$ cat src/hdl/sxd_pkg.sv
`timescale 1ns / 1ps
// Shared types and constants for the STX/ETX deframer.
// No dependencies; used by the channel interfaces and the top level.
package sxd_pkg;

    // Width of the header length field and its parts.
    localparam int LEN_BITS  = 13;
    localparam int HI_BITS   = LEN_BITS - 8;
    localparam int SKIP_BITS = 16;

    // Framing bytes.
    localparam logic [7:0] STX_BYTE = 8'h02;
    localparam logic [7:0] ID_BYTE  = 8'h00;
    localparam logic [7:0] ETX_BYTE = 8'h03;

    // Largest accepted payload after reset.
    localparam logic [LEN_BITS-1:0] MAX_PAYLOAD_RESET = {LEN_BITS{1'b1}};

    // End-of-frame verdict codes.
    typedef enum logic [1:0] {
        ST_OK        = 2'd0,
        ST_BAD_CHECK = 2'd1,
        ST_NO_ETX    = 2'd2,
        ST_TOO_LONG  = 2'd3
    } frame_status_t;

endpackage

$ cat src/hdl/sxd_if.sv
`timescale 1ns / 1ps
// Valid/ready channel interfaces of the STX/ETX deframer: byte input,
// result output and configuration write. Depends on sxd_pkg.

interface sxd_byte_if;
    logic       valid;
    logic       ready;
    logic [7:0] rx_byte;

    modport source (output valid, output rx_byte, input ready);
    modport sink   (input valid, input rx_byte, output ready);
endinterface

interface sxd_result_if;
    logic                              valid;
    logic                              ready;
    logic [7:0]                        payload_byte;
    logic                              is_end;
    sxd_pkg::frame_status_t            frame_status;
    logic [sxd_pkg::LEN_BITS-1:0]      frame_length;
    logic [sxd_pkg::SKIP_BITS-1:0]     skipped_count;

    modport source (output valid, output payload_byte, output is_end,
                    output frame_status, output frame_length,
                    output skipped_count, input ready);
    modport sink   (input valid, input payload_byte, input is_end,
                    input frame_status, input frame_length,
                    input skipped_count, output ready);
endinterface

interface sxd_cfg_if;
    logic                          valid;
    logic                          ready;
    logic [sxd_pkg::LEN_BITS-1:0]  max_payload;

    modport source (output valid, output max_payload, input ready);
    modport sink   (input valid, input max_payload, output ready);
endinterface

$ cat src/hdl/stx_etx_xor_frame_deframer.sv
`timescale 1ns / 1ps
// Top level of the STX/ETX deframer with XOR check byte.
// Depends on sxd_pkg and the channel interfaces in sxd_if.sv.
//
// Usage:
//   rx_in  - one received byte per transaction (valid/ready).
//   res_out - zero or one result per input byte: a payload byte
//            (is_end = 0) or the end-of-frame verdict (is_end = 1) with
//            status ok, bad check byte, missing ETX or length over limit.
//   cfg    - write of max_payload; always ready, takes effect for bytes
//            processed afterwards. Write it only while the block is idle.
// Pipeline: two register stages, an input byte register and the result
//   register; a byte accepted into the input register is decoded from it,
//   and its result, if any, is loaded when the result register is free.
// Throughput: one byte per cycle when not stalled; the whole per-byte update
//   is one pass from the input register to the state and result registers.
// Stall: while res_out is held off with a result pending, the byte in the
//   input register waits; rx_in still takes one more byte into the empty
//   input register, then drops ready until the result is taken.
// Reset: asynchronous, active low. Clears both stages, sets the hunt state,
//   clears the discard counter and sets max_payload to its maximum.
module stx_etx_xor_frame_deframer
(
    input  logic       clk,
    input  logic       rst_n,
    sxd_byte_if.sink   rx_in,
    sxd_result_if.source res_out,
    sxd_cfg_if.sink    cfg
);

    localparam int LB = sxd_pkg::LEN_BITS;
    localparam int HB = sxd_pkg::HI_BITS;
    localparam int SB = sxd_pkg::SKIP_BITS;

    typedef enum logic [2:0] {
        PH_HUNT    = 3'd0,
        PH_ID      = 3'd1,
        PH_LENHI   = 3'd2,
        PH_LENLO   = 3'd3,
        PH_PAYLOAD = 3'd4,
        PH_CHECK   = 3'd5,
        PH_ETX     = 3'd6
    } phase_t;

    // Configuration
    logic [LB-1:0] max_payload_reg;

    // Input stage
    logic       in_valid_reg, in_valid_next;
    logic [7:0] in_byte_reg;

    // Frame state
    phase_t        phase_reg, phase_next;
    logic [HB-1:0] length_hi_reg, length_hi_next;
    logic [LB-1:0] payload_len_reg, payload_len_next;
    logic [LB-1:0] bytes_left_reg, bytes_left_next;
    logic [7:0]    xor_reg, xor_next;
    logic [7:0]    check_reg, check_next;
    logic [SB-1:0] discard_reg, discard_next;

    // Result stage
    logic                   out_valid_reg, out_valid_next;
    logic [7:0]             out_byte_reg;
    logic                   out_end_reg;
    sxd_pkg::frame_status_t out_status_reg;
    logic [LB-1:0]          out_len_reg;
    logic [SB-1:0]          out_skip_reg;

    // Combinational result of the current byte
    logic                   res_valid;
    logic [7:0]             res_byte;
    logic                   res_end;
    sxd_pkg::frame_status_t res_status;

    logic          out_free;
    logic          process;
    logic          in_accept;
    logic [7:0]    b;
    logic [LB-1:0] plen;
    logic [LB-1:0] left_dec;
    logic [1:0]    discard_add;
    logic [SB:0]   discard_sum;
    logic          finish;

    assign out_free  = !out_valid_reg || res_out.ready;
    assign process   = in_valid_reg && out_free;
    assign rx_in.ready = !in_valid_reg || out_free;
    assign in_accept = rx_in.valid && rx_in.ready;
    assign cfg.ready = 1'b1;

    assign b        = in_byte_reg;
    assign plen     = {length_hi_reg, b};
    assign left_dec = bytes_left_reg - {{(LB-1){1'b0}}, 1'b1};

    // Saturating discard count: a broken ID byte can drop two bytes at once.
    assign discard_sum = {1'b0, discard_reg} + {{(SB-1){1'b0}}, discard_add};

    // Per-byte decode: next state and at most one result.
    always_comb
    begin
        phase_next       = phase_reg;
        length_hi_next   = length_hi_reg;
        payload_len_next = payload_len_reg;
        bytes_left_next  = bytes_left_reg;
        xor_next         = xor_reg;
        check_next       = check_reg;
        discard_add      = 2'd0;
        finish           = 1'b0;
        res_valid        = 1'b0;
        res_byte         = 8'h00;
        res_end          = 1'b0;
        res_status       = sxd_pkg::ST_OK;

        unique case (phase_reg)
            PH_ID:
            begin
                if (b == sxd_pkg::ID_BYTE)
                begin
                    xor_next   = b;
                    phase_next = PH_LENHI;
                end
                else if (b == sxd_pkg::STX_BYTE)
                begin
                    // Drop the pending start byte, restart on this one.
                    discard_add = 2'd1;
                end
                else
                begin
                    discard_add = 2'd2;
                    phase_next  = PH_HUNT;
                end
            end
            PH_LENHI:
            begin
                xor_next       = xor_reg ^ b;
                length_hi_next = b[HB-1:0];
                phase_next     = PH_LENLO;
            end
            PH_LENLO:
            begin
                xor_next         = xor_reg ^ b;
                payload_len_next = plen;
                bytes_left_next  = plen;
                if (plen > max_payload_reg)
                begin
                    finish     = 1'b1;
                    res_status = sxd_pkg::ST_TOO_LONG;
                end
                else if (plen == '0)
                begin
                    phase_next = PH_CHECK;
                end
                else
                begin
                    phase_next = PH_PAYLOAD;
                end
            end
            PH_PAYLOAD:
            begin
                xor_next        = xor_reg ^ b;
                bytes_left_next = left_dec;
                if (left_dec == '0)
                begin
                    phase_next = PH_CHECK;
                end
                res_valid = 1'b1;
                res_byte  = b;
            end
            PH_CHECK:
            begin
                check_next = b;
                phase_next = PH_ETX;
            end
            PH_ETX:
            begin
                finish = 1'b1;
                // Missing ETX wins over a check byte mismatch.
                if (b != sxd_pkg::ETX_BYTE)
                begin
                    res_status = sxd_pkg::ST_NO_ETX;
                end
                else if (xor_reg != check_reg)
                begin
                    res_status = sxd_pkg::ST_BAD_CHECK;
                end
                else
                begin
                    res_status = sxd_pkg::ST_OK;
                end
            end
            default:
            begin
                // Hunt for the start byte.
                if (b == sxd_pkg::STX_BYTE)
                begin
                    phase_next = PH_ID;
                end
                else
                begin
                    discard_add = 2'd1;
                    phase_next  = PH_HUNT;
                end
            end
        endcase

        if (finish)
        begin
            res_valid  = 1'b1;
            res_end    = 1'b1;
            phase_next = PH_HUNT;
        end

        if (finish)
        begin
            discard_next = '0;
        end
        else if (discard_sum[SB])
        begin
            discard_next = {SB{1'b1}};
        end
        else
        begin
            discard_next = discard_sum[SB-1:0];
        end
    end

    // Stage handshakes: load the input register on accept, empty it when
    // decoded; load the result register only when the byte gives a result.
    always_comb
    begin
        if (in_accept)
        begin
            in_valid_next = 1'b1;
        end
        else if (process)
        begin
            in_valid_next = 1'b0;
        end
        else
        begin
            in_valid_next = in_valid_reg;
        end

        if (process)
        begin
            out_valid_next = res_valid;
        end
        else if (res_out.ready)
        begin
            out_valid_next = 1'b0;
        end
        else
        begin
            out_valid_next = out_valid_reg;
        end
    end

    // Control state and frame state
    always_ff @(posedge clk or negedge rst_n)
    begin
        if (!rst_n)
        begin
            max_payload_reg <= sxd_pkg::MAX_PAYLOAD_RESET;
            in_valid_reg    <= 1'b0;
            out_valid_reg   <= 1'b0;
            phase_reg       <= PH_HUNT;
            length_hi_reg   <= '0;
            payload_len_reg <= '0;
            bytes_left_reg  <= '0;
            xor_reg         <= '0;
            check_reg       <= '0;
            discard_reg     <= '0;
        end
        else
        begin
            if (cfg.valid)
            begin
                max_payload_reg <= cfg.max_payload;
            end
            in_valid_reg  <= in_valid_next;
            out_valid_reg <= out_valid_next;
            if (process)
            begin
                phase_reg       <= phase_next;
                length_hi_reg   <= length_hi_next;
                payload_len_reg <= payload_len_next;
                bytes_left_reg  <= bytes_left_next;
                xor_reg         <= xor_next;
                check_reg       <= check_next;
                discard_reg     <= discard_next;
            end
        end
    end

    // Payload registers: input byte and result fields
    always_ff @(posedge clk)
    begin
        if (in_accept)
        begin
            in_byte_reg <= rx_in.rx_byte;
        end
        if (process && res_valid)
        begin
            out_byte_reg   <= res_byte;
            out_end_reg    <= res_end;
            out_status_reg <= res_status;
            out_len_reg    <= payload_len_next;
            out_skip_reg   <= discard_reg;
        end
    end

    assign res_out.valid         = out_valid_reg;
    assign res_out.payload_byte  = out_byte_reg;
    assign res_out.is_end        = out_end_reg;
    assign res_out.frame_status  = out_status_reg;
    assign res_out.frame_length  = out_len_reg;
    assign res_out.skipped_count = out_skip_reg;

    // Payload byte results never carry a failure status.
    assert property (@(posedge clk) disable iff (!rst_n)
        (out_valid_reg && !out_end_reg) |-> (out_status_reg == sxd_pkg::ST_OK))
        else $error("payload result with non-ok status");

    // End results carry a zero payload byte.
    assert property (@(posedge clk) disable iff (!rst_n)
        (out_valid_reg && out_end_reg) |-> (out_byte_reg == 8'h00))
        else $error("end result with nonzero payload byte");

    // The payload phase always has bytes left to take.
    assert property (@(posedge clk) disable iff (!rst_n)
        (phase_reg == PH_PAYLOAD) |-> (bytes_left_reg != '0))
        else $error("payload phase with no bytes left");

    // An end result restarts the hunt with a cleared discard count.
    assert property (@(posedge clk) disable iff (!rst_n)
        (process && res_valid && res_end) |=>
            (phase_reg == PH_HUNT && discard_reg == '0))
        else $error("frame end did not restart the hunt");

    // A byte waiting on a blocked result stage is held, not lost.
    assert property (@(posedge clk) disable iff (!rst_n)
        (in_valid_reg && !out_free) |=> (in_valid_reg && $stable(in_byte_reg)))
        else $error("stalled input byte dropped");

endmodule
$ cat src/flat_wrapper.sv
// flat-port wrapper written by rule: the top's interface ports become plain ports
module stx_etx_xor_frame_deframer_flat 
  (clk, rst_n, rx_in_valid, rx_in_rx_byte, rx_in_ready, res_out_valid, res_out_payload_byte, res_out_is_end, res_out_frame_status, res_out_frame_length, res_out_skipped_count, res_out_ready, cfg_valid, cfg_max_payload, cfg_ready);
  sxd_byte_if rx_in_i ();
  sxd_result_if res_out_i ();
  sxd_cfg_if cfg_i ();
  input  logic clk;
  input  logic rst_n;
  input wire logic [$bits(rx_in_i.valid)-1:0] rx_in_valid;
  input wire logic [$bits(rx_in_i.rx_byte)-1:0] rx_in_rx_byte;
  output wire logic [$bits(rx_in_i.ready)-1:0] rx_in_ready;
  output wire logic [$bits(res_out_i.valid)-1:0] res_out_valid;
  output wire logic [$bits(res_out_i.payload_byte)-1:0] res_out_payload_byte;
  output wire logic [$bits(res_out_i.is_end)-1:0] res_out_is_end;
  output wire logic [$bits(res_out_i.frame_status)-1:0] res_out_frame_status;
  output wire logic [$bits(res_out_i.frame_length)-1:0] res_out_frame_length;
  output wire logic [$bits(res_out_i.skipped_count)-1:0] res_out_skipped_count;
  input wire logic [$bits(res_out_i.ready)-1:0] res_out_ready;
  input wire logic [$bits(cfg_i.valid)-1:0] cfg_valid;
  input wire logic [$bits(cfg_i.max_payload)-1:0] cfg_max_payload;
  output wire logic [$bits(cfg_i.ready)-1:0] cfg_ready;
  assign rx_in_i.valid = rx_in_valid;
  assign rx_in_i.rx_byte = rx_in_rx_byte;
  assign rx_in_ready = rx_in_i.ready;
  assign res_out_valid = res_out_i.valid;
  assign res_out_payload_byte = res_out_i.payload_byte;
  assign res_out_is_end = res_out_i.is_end;
  assign res_out_frame_status = res_out_i.frame_status;
  assign res_out_frame_length = res_out_i.frame_length;
  assign res_out_skipped_count = res_out_i.skipped_count;
  assign res_out_i.ready = res_out_ready;
  assign cfg_i.valid = cfg_valid;
  assign cfg_i.max_payload = cfg_max_payload;
  assign cfg_ready = cfg_i.ready;
  stx_etx_xor_frame_deframer u_core (.clk(clk), .rst_n(rst_n), .rx_in(rx_in_i), .res_out(res_out_i), .cfg(cfg_i));
endmodule
$ cat config.mk
export PLATFORM = sky130hd
export DESIGN_NAME = stx_etx_xor_frame_deframer_flat
export DESIGN_NICKNAME = d
export VERILOG_FILES = /design/src/hdl/sxd_pkg.sv /design/src/hdl/sxd_if.sv /design/src/hdl/stx_etx_xor_frame_deframer.sv /design/src/flat_wrapper.sv
export SDC_FILE = /design/constraint.sdc
export NUM_CORES = 1
export LEC_CHECK = 0
export BUFFER_PORTS_ARGS = -buffer_cell sky130_fd_sc_hd__buf_4
export CORE_UTILIZATION = 50
export CTS_BUF_LIST = sky130_fd_sc_hd__clkbuf_16
export DETAILED_ROUTE_END_ITERATION = 12
export PLACE_DENSITY = 0.7
export SYNTH_ARGS = -nofsm -noshare
export SYNTH_HDL_FRONTEND = slang
export SYNTH_SLANG_ARGS = --single-unit
export TNS_END_PERCENT = 20
$ cat constraint.sdc
create_clock -name clk -period 9 [get_ports clk]
set_clock_uncertainty 0.2 [all_clocks]
set_input_delay 0.45 -clock clk [delete_from_list [all_inputs] [get_ports clk]]
set_output_delay 0.45 -clock clk [all_outputs]
set_load 0.1 [all_outputs]
* Yosys cells after proc, flatten, opt, wreduce, memory -nomap -nowiden *
Cells that the tools add are included.
Widths: inputs -> output; s select.

word-level totals
  bits of input ports = 26
  output and inout port bits = 43
  word-level logic and storage cells = 86
  register bits after elaboration = 129

operators by class
  reduce and logical (&&, ||, !) cells = 21
  muxes and demuxes = 31
  bitwise logic cells = 1
  add/subtract/negate cells = 2
  magnitude comparators = 1
  equal/unequal tests = 14

operators with widths
  kind                   count
  $mux 16                2
  $logic_not 13->1       2
  $pmux 13 s2            1
  $pmux 3 s6             1
  $add 16x2->17          1
  $pmux 8 s2             1
  $mux 3                 5
  $gt 13x13->1           1
  $mux 13                1
  $sub 13x1->13 const B  1
  $mux 1                 12
  $eq 3x3->1 const B     3
  $eq 8x2->1 const B     1
  $logic_not 8->1        1
  $mux 2                 4
  $mux 8                 1
  $ne 8x2->1 const B     1
  $ne 8x8->1             1
  $pmux 2 s2             2
  $reduce_bool 2->1      4
  $xor 8x8->8            1
  $eq 3x2->1 const B     2
  $reduce_and 2->1       3
  $reduce_and 5->1       1
  other kinds (12)       17

* Depth between registers and ports, before layout *
  depth in word-level cells = 7
  gate-level depth with buffers = 16
  mapped depth without buffers = 14

* Worst setup path after synthesis *
Ideal clock, no wire load.

  kind = flip-flop to flip-flop
  start = register u_core.max_payload_reg[4]
  end = register u_core.out_len_reg[0] (netlist: u_core.res_out.frame_length[0]) (enable)
  path slack = 4695 ps
  setup time = 451 ps
  clock period less this slack = 4305 ps
  arrival time = 3654 ps
  cell stages (with the launch flop) = 8
  cell sequence = dfstp_2 -> inv_1 -> ha_1 -> nand3_1 -> o21bai_1 -> a311o_1 -> a31o_2 -> a21oi_1

between the ends
  longest elaborated chain between the ends = 5

RTL lines
  item                    RTL line                           source
  start, declared         stx_etx_xor_frame_deframer.sv:46   logic [LB-1:0] max_payload_reg;
  start signal, assigned  stx_etx_xor_frame_deframer.sv:263  max_payload_reg <= sxd_pkg::MAX_PAYLOAD_RESET;
  start signal, assigned  stx_etx_xor_frame_deframer.sv:278  max_payload_reg <= cfg.max_payload;
  $gt 13x13->1            stx_etx_xor_frame_deframer.sv:144  if (plen > max_payload_reg)
  $mux 1                  stx_etx_xor_frame_deframer.sv:144
  $pmux 1 s2              stx_etx_xor_frame_deframer.sv:114  unique case (phase_reg)
  $mux 1                  stx_etx_xor_frame_deframer.sv:206  if (finish)
  $logic_and 1x1->1       stx_etx_xor_frame_deframer.sv:302  if (process && res_valid)
  end signal, assigned    stx_etx_xor_frame_deframer.sv:307  out_len_reg <= payload_len_next;
  end, declared           stx_etx_xor_frame_deframer.sv:66   logic [LB-1:0] out_len_reg;

Every way passes these cells.
A chain may end at the register's enable or synchronous reset.

* Worst setup path in the final report *
  start = register u_core.in_byte_reg[2] (netlist: u_core.b[2])
  end = register u_core.discard_reg[7]

between the ends
  longest elaborated chain between the ends = 7
  elaborated cells between the ends (all ways) = 12
  those cells by class = add/sub (1); order compare (1); eq/ne (1); mux (8); reduce/logical (1)

RTL lines
  item                    RTL line                                                              source
  start, declared         stx_etx_xor_frame_deframer.sv:50                                      logic [7:0] in_byte_reg;
  start signal, assigned  stx_etx_xor_frame_deframer.sv:300                                     in_byte_reg <= rx_in.rx_byte;
  $eq 8x2->1              stx_etx_xor_frame_deframer.sv:122, stx_etx_xor_frame_deframer.sv:194
  $mux 2                  stx_etx_xor_frame_deframer.sv:122                                     else if (b == sxd_pkg::STX_BYTE)
  $mux 2                  stx_etx_xor_frame_deframer.sv:117                                     if (b == sxd_pkg::ID_BYTE)
  $pmux 2 s2              stx_etx_xor_frame_deframer.sv:114
  $add 16x2->17           stx_etx_xor_frame_deframer.sv:96                                      assign discard_sum = {1'b0, discard_reg} + {{(SB-1){1'b0}}, discard_add};
  $mux 16                 stx_etx_xor_frame_deframer.sv:217                                     else if (discard_sum[SB])
  $mux 16 (*)             stx_etx_xor_frame_deframer.sv:213                                     if (finish)
  end signal, assigned    stx_etx_xor_frame_deframer.sv:290                                     discard_reg <= discard_next;
  end, declared           stx_etx_xor_frame_deframer.sv:59                                      logic [SB-1:0] discard_reg, discard_next;

Mark *: on every way between the ends. The rest lies on a longest branch, timed or not.

==> impl_metrics.json <==
{
  "min_path_type": "input pin to flip-flop",
  "grt_antenna_before_repair": 0,
  "cts.sink_count": 129,
  "synth-edff-count": 48,
  "hold_depth": 2,
  "power.leakage_uw": 0.00330,
  "starting_drc_count_in_detailed_routing": 506,
  "post_synth_and_or_nand_nor_area_fraction_pct": 19.0,
  "maxUsedRoutingLayer": "met4",
  "wl_per_cell_um": 17.0,
  "cts-buffers-inserted": 17,
  "worst-r2r-cell-count": 14,
  "ys_seq_elements": 129,
  "die_height_um": 115,
  "io_pins": 69,
  "synthDominantAreaCellType": "sky130_fd_sc_hd__dfrtp_1",
  "core_area_um2": 12200,
  "count_of_synthesis_stage_warnings_from_yosys": 0,
  "maxCapViolCount": 0,
  "dp_cells": 851,
  "grt.overflow.total": 0,
  "layout_overhead_on_the_synthesized_area_pct": 21.0,
  "postLayoutCoreUtil_pct": 63.3,
  "startpoint_type": "flip-flop",
  "port_buffers": 67,
  "yosys.area.top_type_share_pct": 26.6,
  "setup.reg_to_reg.worst_slack_ns": 4.92,
  "gr-usage-all-layers_pct": 24.8,
  "reg2reg_to": "u_core.discard_reg[7]$_DFFE_PN0P_",
  "largest_family_of_logic_cells_by_synthesized_area": "simple AND/OR/NAND/NOR gates",
  "finalHoldViolations": 0,
  "timing.critical_path.from": "u_core.b[2]$_DFFE_PP_",
  "peak_supply_drop_uv": 131,
  "fraction_of_the_mapped_netlist_area_in_compound_gates_pct": 14.9,
  "clk_transition_reported_paths_ns": 0.06,
  "final-instance-count-excl-fill": 891,
  "final.period_utilization_pct": 45.3,
  "crit_path_top_delay_cell": "sky130_fd_sc_hd__or4_4",
  "antenna_cells": 0,
  "final.fill_count": 1014,
  "synth.yosys.seq_area_share_pct": 54.5,
  "synth-adder-area-share_pct": 3.64,
  "met1Wirelength_um": 6430,
  "cp_cell_sequence": "or4_4 > nor4_4 > nand2_1 > o211ai_1 > o21a_1 > ha_1 > inv_1 > fa_1 > nor2b_1 > nand4_1 > nand2b_1 > nand2_1 > o21ai_0 > a21oi_1",
  "setup.worst_path.class": "flip-flop to flip-flop",
  "r2r_start": "u_core.b[2]$_DFFE_PP_",
  "post_synth_inst_count": 650,
  "finalWeightedCongestion": 0.886,
  "synth_xor_area_share_pct": 1.51,
  "cts_root_buffer": "sky130_fd_sc_hd__clkbuf_16",
  "synth.area.mux_share_pct": 2.27,
  "ys_top_cells_by_area": "sky130_fd_sc_hd__dfrtp_1 (27%), sky130_fd_sc_hd__edfxtp_1 (23%), sky130_fd_sc_hd__nand2_1 (7.9%)",
  "critical_path_required_ns": 9.14,
  "met2_wirelength_um": 7520,
  "worst-slew-pin-transition_ns": 1.06,
  "floorplan.die_area_um2": 13200,
  "run_status": "finished clean",
  "route.detailed.vias_per_inst": 5.70,
  "post-route-min-period_ns": 4.08,
  "syn_avg_cell_area_um2": 9.83,
  "fmaxAchievable_mhz": 245,
  "htreeDepth": 4,
  "clk-insertion-delay-late_ns": 0.42,
  "start_util_pct": 52.3,
  "postRouteWirelength_um": 15200,
  "dp.final_hpwl_um": 9840,
  "via_count_of_the_first_global_routing_pass": 4793,
  "power-per-cell-area_nw_per_um2": 198,
  "ys_flop_type": "sky130_fd_sc_hd__dfrtp_1",
  "holdCritStartpoint": "rx_in_valid",
  "critical_path.endpoint_type": "flip-flop",
  "cts_tree": "done",
  "worstPathMaxFanout": 17,
  "grt_setup_unrepaired": "no",
  "grt_first_pass_wirelength_um": 24400,
  "crit_path_dat_ns": 4.22,
  "timing_max_transition_violations_final": 0,
  "critical_path.most_common_cell": "sky130_fd_sc_hd__nand2_1",
  "detailedRoute.firstPassIterationCount": 5,
  "dr_total_vias": 5079,
  "timing.hold.worst_endpoint": "u_core.in_valid_reg$_DFFE_PN0P_",
  "ys_async_rst_share_pct": 62.8,
  "route.met3.wl_um": 911,
  "relSlewSlack_pct": 29.1,
  "cp_slowest_stage_delay_ns": 0.61,
  "fp.dieW_um": 115,
  "post_synthesis_instance_area_um2": 6390,
  "synth_cell_type_count": 61,
  "antenna_violating_nets_post_route": 0,
  "drt_drc_violations_left": 0,
  "maximum_number_of_pins_on_one_net_before_global_route_repair": 82,
  "std_cell_rows": 40,
  "finalSetupViolCount": 0,
  "post_cts_buffers": 0,
  "setup_tns_ns": 0,
  "final_net_count": 754,
  "clock_tree.buffer_depth": 2,
  "drive_gt1_share_pct": 19.5,
  "synth_nets": 694
}
placed cells by master (no fill, tap or decap), types with 3 or more instances in the layout:
| cell | netlist | routed |
|---|---|---|
| sky130_fd_sc_hd__o21ai_0 | 48 | 48 |
| sky130_fd_sc_hd__a31oi_1 | 8 | 8 |
| sky130_fd_sc_hd__nor4_1 | 4 | 4 |
| sky130_fd_sc_hd__dlygate4sd3_1 | 0 | 8 |
| sky130_fd_sc_hd__o21a_1 | 5 | 5 |
| sky130_fd_sc_hd__and2_1 | 5 | 5 |
| sky130_fd_sc_hd__clkbuf_16 | 0 | 17 |
| sky130_fd_sc_hd__edfxtp_1 | 48 | 48 |
| sky130_fd_sc_hd__o211ai_1 | 7 | 7 |
| sky130_fd_sc_hd__nand2_1 | 134 | 134 |
| sky130_fd_sc_hd__and3_1 | 13 | 13 |
| sky130_fd_sc_hd__xnor2_1 | 11 | 11 |
| sky130_fd_sc_hd__bufinv_16 | 0 | 6 |
| sky130_fd_sc_hd__clkinv_4 | 0 | 3 |
| sky130_fd_sc_hd__ha_1 | 17 | 17 |
| sky130_fd_sc_hd__a21oi_1 | 46 | 45 |
| sky130_fd_sc_hd__buf_4 | 3 | 72 |
| sky130_fd_sc_hd__nor3_1 | 10 | 10 |
| sky130_fd_sc_hd__nand2b_1 | 7 | 7 |
| sky130_fd_sc_hd__dfrtp_1 | 68 | 68 |
| sky130_fd_sc_hd__o22a_1 | 7 | 7 |
| sky130_fd_sc_hd__inv_1 | 24 | 25 |
| sky130_fd_sc_hd__nor2b_1 | 8 | 8 |
| sky130_fd_sc_hd__dfstp_2 | 13 | 13 |
| sky130_fd_sc_hd__clkinvlp_4 | 0 | 3 |
| sky130_fd_sc_hd__nand4_1 | 6 | 6 |
| sky130_fd_sc_hd__mux2_2 | 12 | 12 |
| sky130_fd_sc_hd__o31ai_1 | 4 | 4 |
| sky130_fd_sc_hd__nand3_1 | 29 | 29 |
| sky130_fd_sc_hd__nor2_1 | 27 | 27 |
| sky130_fd_sc_hd__a21oi_2 | 3 | 3 |
| sky130_fd_sc_hd__a21o_1 | 3 | 3 |
| sky130_fd_sc_hd__o21ai_1 | 5 | 5 |
what timing repair did:
action                                 in CTS  in global routing
hold buffers                                8                  0
resized for setup                           0                  0
endpoints found under the hold margin       8                  0
routing by layer:
layer | GRT usage (%) | vias up
met5 | 0 | -
met4 | 12.2 | 0
met3 | 4.64 | 24
met2 | 40.4 | 200
met1 | 31.9 | 2440
li1 | - | 2415
report_power, final:
part | switching [uW] | internal (uW) | total [uW]
Combinational | 55.0 | 37.8 | 92.8
Sequential | 31.5 | 638 | 670
Clock | 254 | 517 | 771
Total | 341 | 1190 | 1530
synthesized netlist by cell type, drive strengths merged, types with 13 or more instances:
cell type,n
nand3,29
dfrtp,68
o21ai,53
dfstp,13
nor2,27
and3,13
ha,17
inv,25
nand2,134
a21oi,49
clkbuf,28
edfxtp,48
cell families (layout without fill, tap and decap cells):
kind of cell / Yosys count / count (layout)
and+or+nand+nor: 259 / 259
adders and majority gates: 18 / 18
xor gates and xnor gates: 11 / 11
AOI/OAI and AO/OA: 155 / 155
other: 1 / 1
buffers and inverters: 64 / 137
muxes: 13 / 13
DFF: 129 / 129
final cells by class:
| class | count | area, um^2 | area share [%] |
|---|---|---|---|
| Clock inverter | 15 | 241 | 3.12 |
| Timing Repair Buffer | 80 | 621 | 8.03 |
| Inverter | 25 | 93.8 | 1.21 |
| Multi-Input combinational cell | 457 | 2650 | 34.3 |
| Sequential cell | 129 | 3480 | 45.1 |
| Clock buffer | 17 | 425 | 5.50 |
| Tap cell | 168 | 210 | 2.72 |
worst max-delay path by stage:
| stage | to | slack (ns) | cells past startpoint |
|---|---|---|---|
| 2_1_floorplan | u_core.res_out.frame_length[0]$_DFFE_PP_ | 4.70 | 7 |
| 3_3_place_gp | u_core.discard_reg[3]$_DFFE_PN0P_ | 5.14 | 13 |
| 3_5_place_dp | u_core.discard_reg[3]$_DFFE_PN0P_ | 5.03 | 13 |
| 4_1_cts | u_core.discard_reg[3]$_DFFE_PN0P_ | 5.00 | 13 |
| 5_1_grt | u_core.discard_reg[4]$_DFFE_PN0P_ | 4.70 | 14 |
| 6_report | u_core.discard_reg[7]$_DFFE_PN0P_ | 4.92 | 14 |
through the flow:
| stage | instance area, um^2 | power [uW] | hold slack (ns) | setup slack [ns] |
|---|---|---|---|---|
| 2_1_floorplan | 6390 | 728 | -0.0456 | 4.70 |
| 3_3_place_gp | 6980 | 764 | 0.257 | 5.14 |
| 3_5_place_dp | 6980 | 769 | 0.265 | 5.03 |
| 4_1_cts | 7730 | 1550 | 0.00627 | 5.00 |
| 5_1_grt | 7730 | 1590 | 0.0274 | 4.70 |
| 6_report | 7730 | 1530 | 0.0251 | 4.92 |
worst max-delay path: cells and delay by family (launching register included):
| family | cells | cell delay, ns |
|---|---|---|
| buffers and inverters | 1 | 0.05 |
| adder cells (fa/ha/maj) | 2 | 0.56 |
| AO/OA/AOI/OAI | 4 | 0.58 |
| flip-flops | 1 | 0.54 |
| AND/OR/NAND/NOR | 7 | 2.07 |
Power figures use the tool's default switching activity.
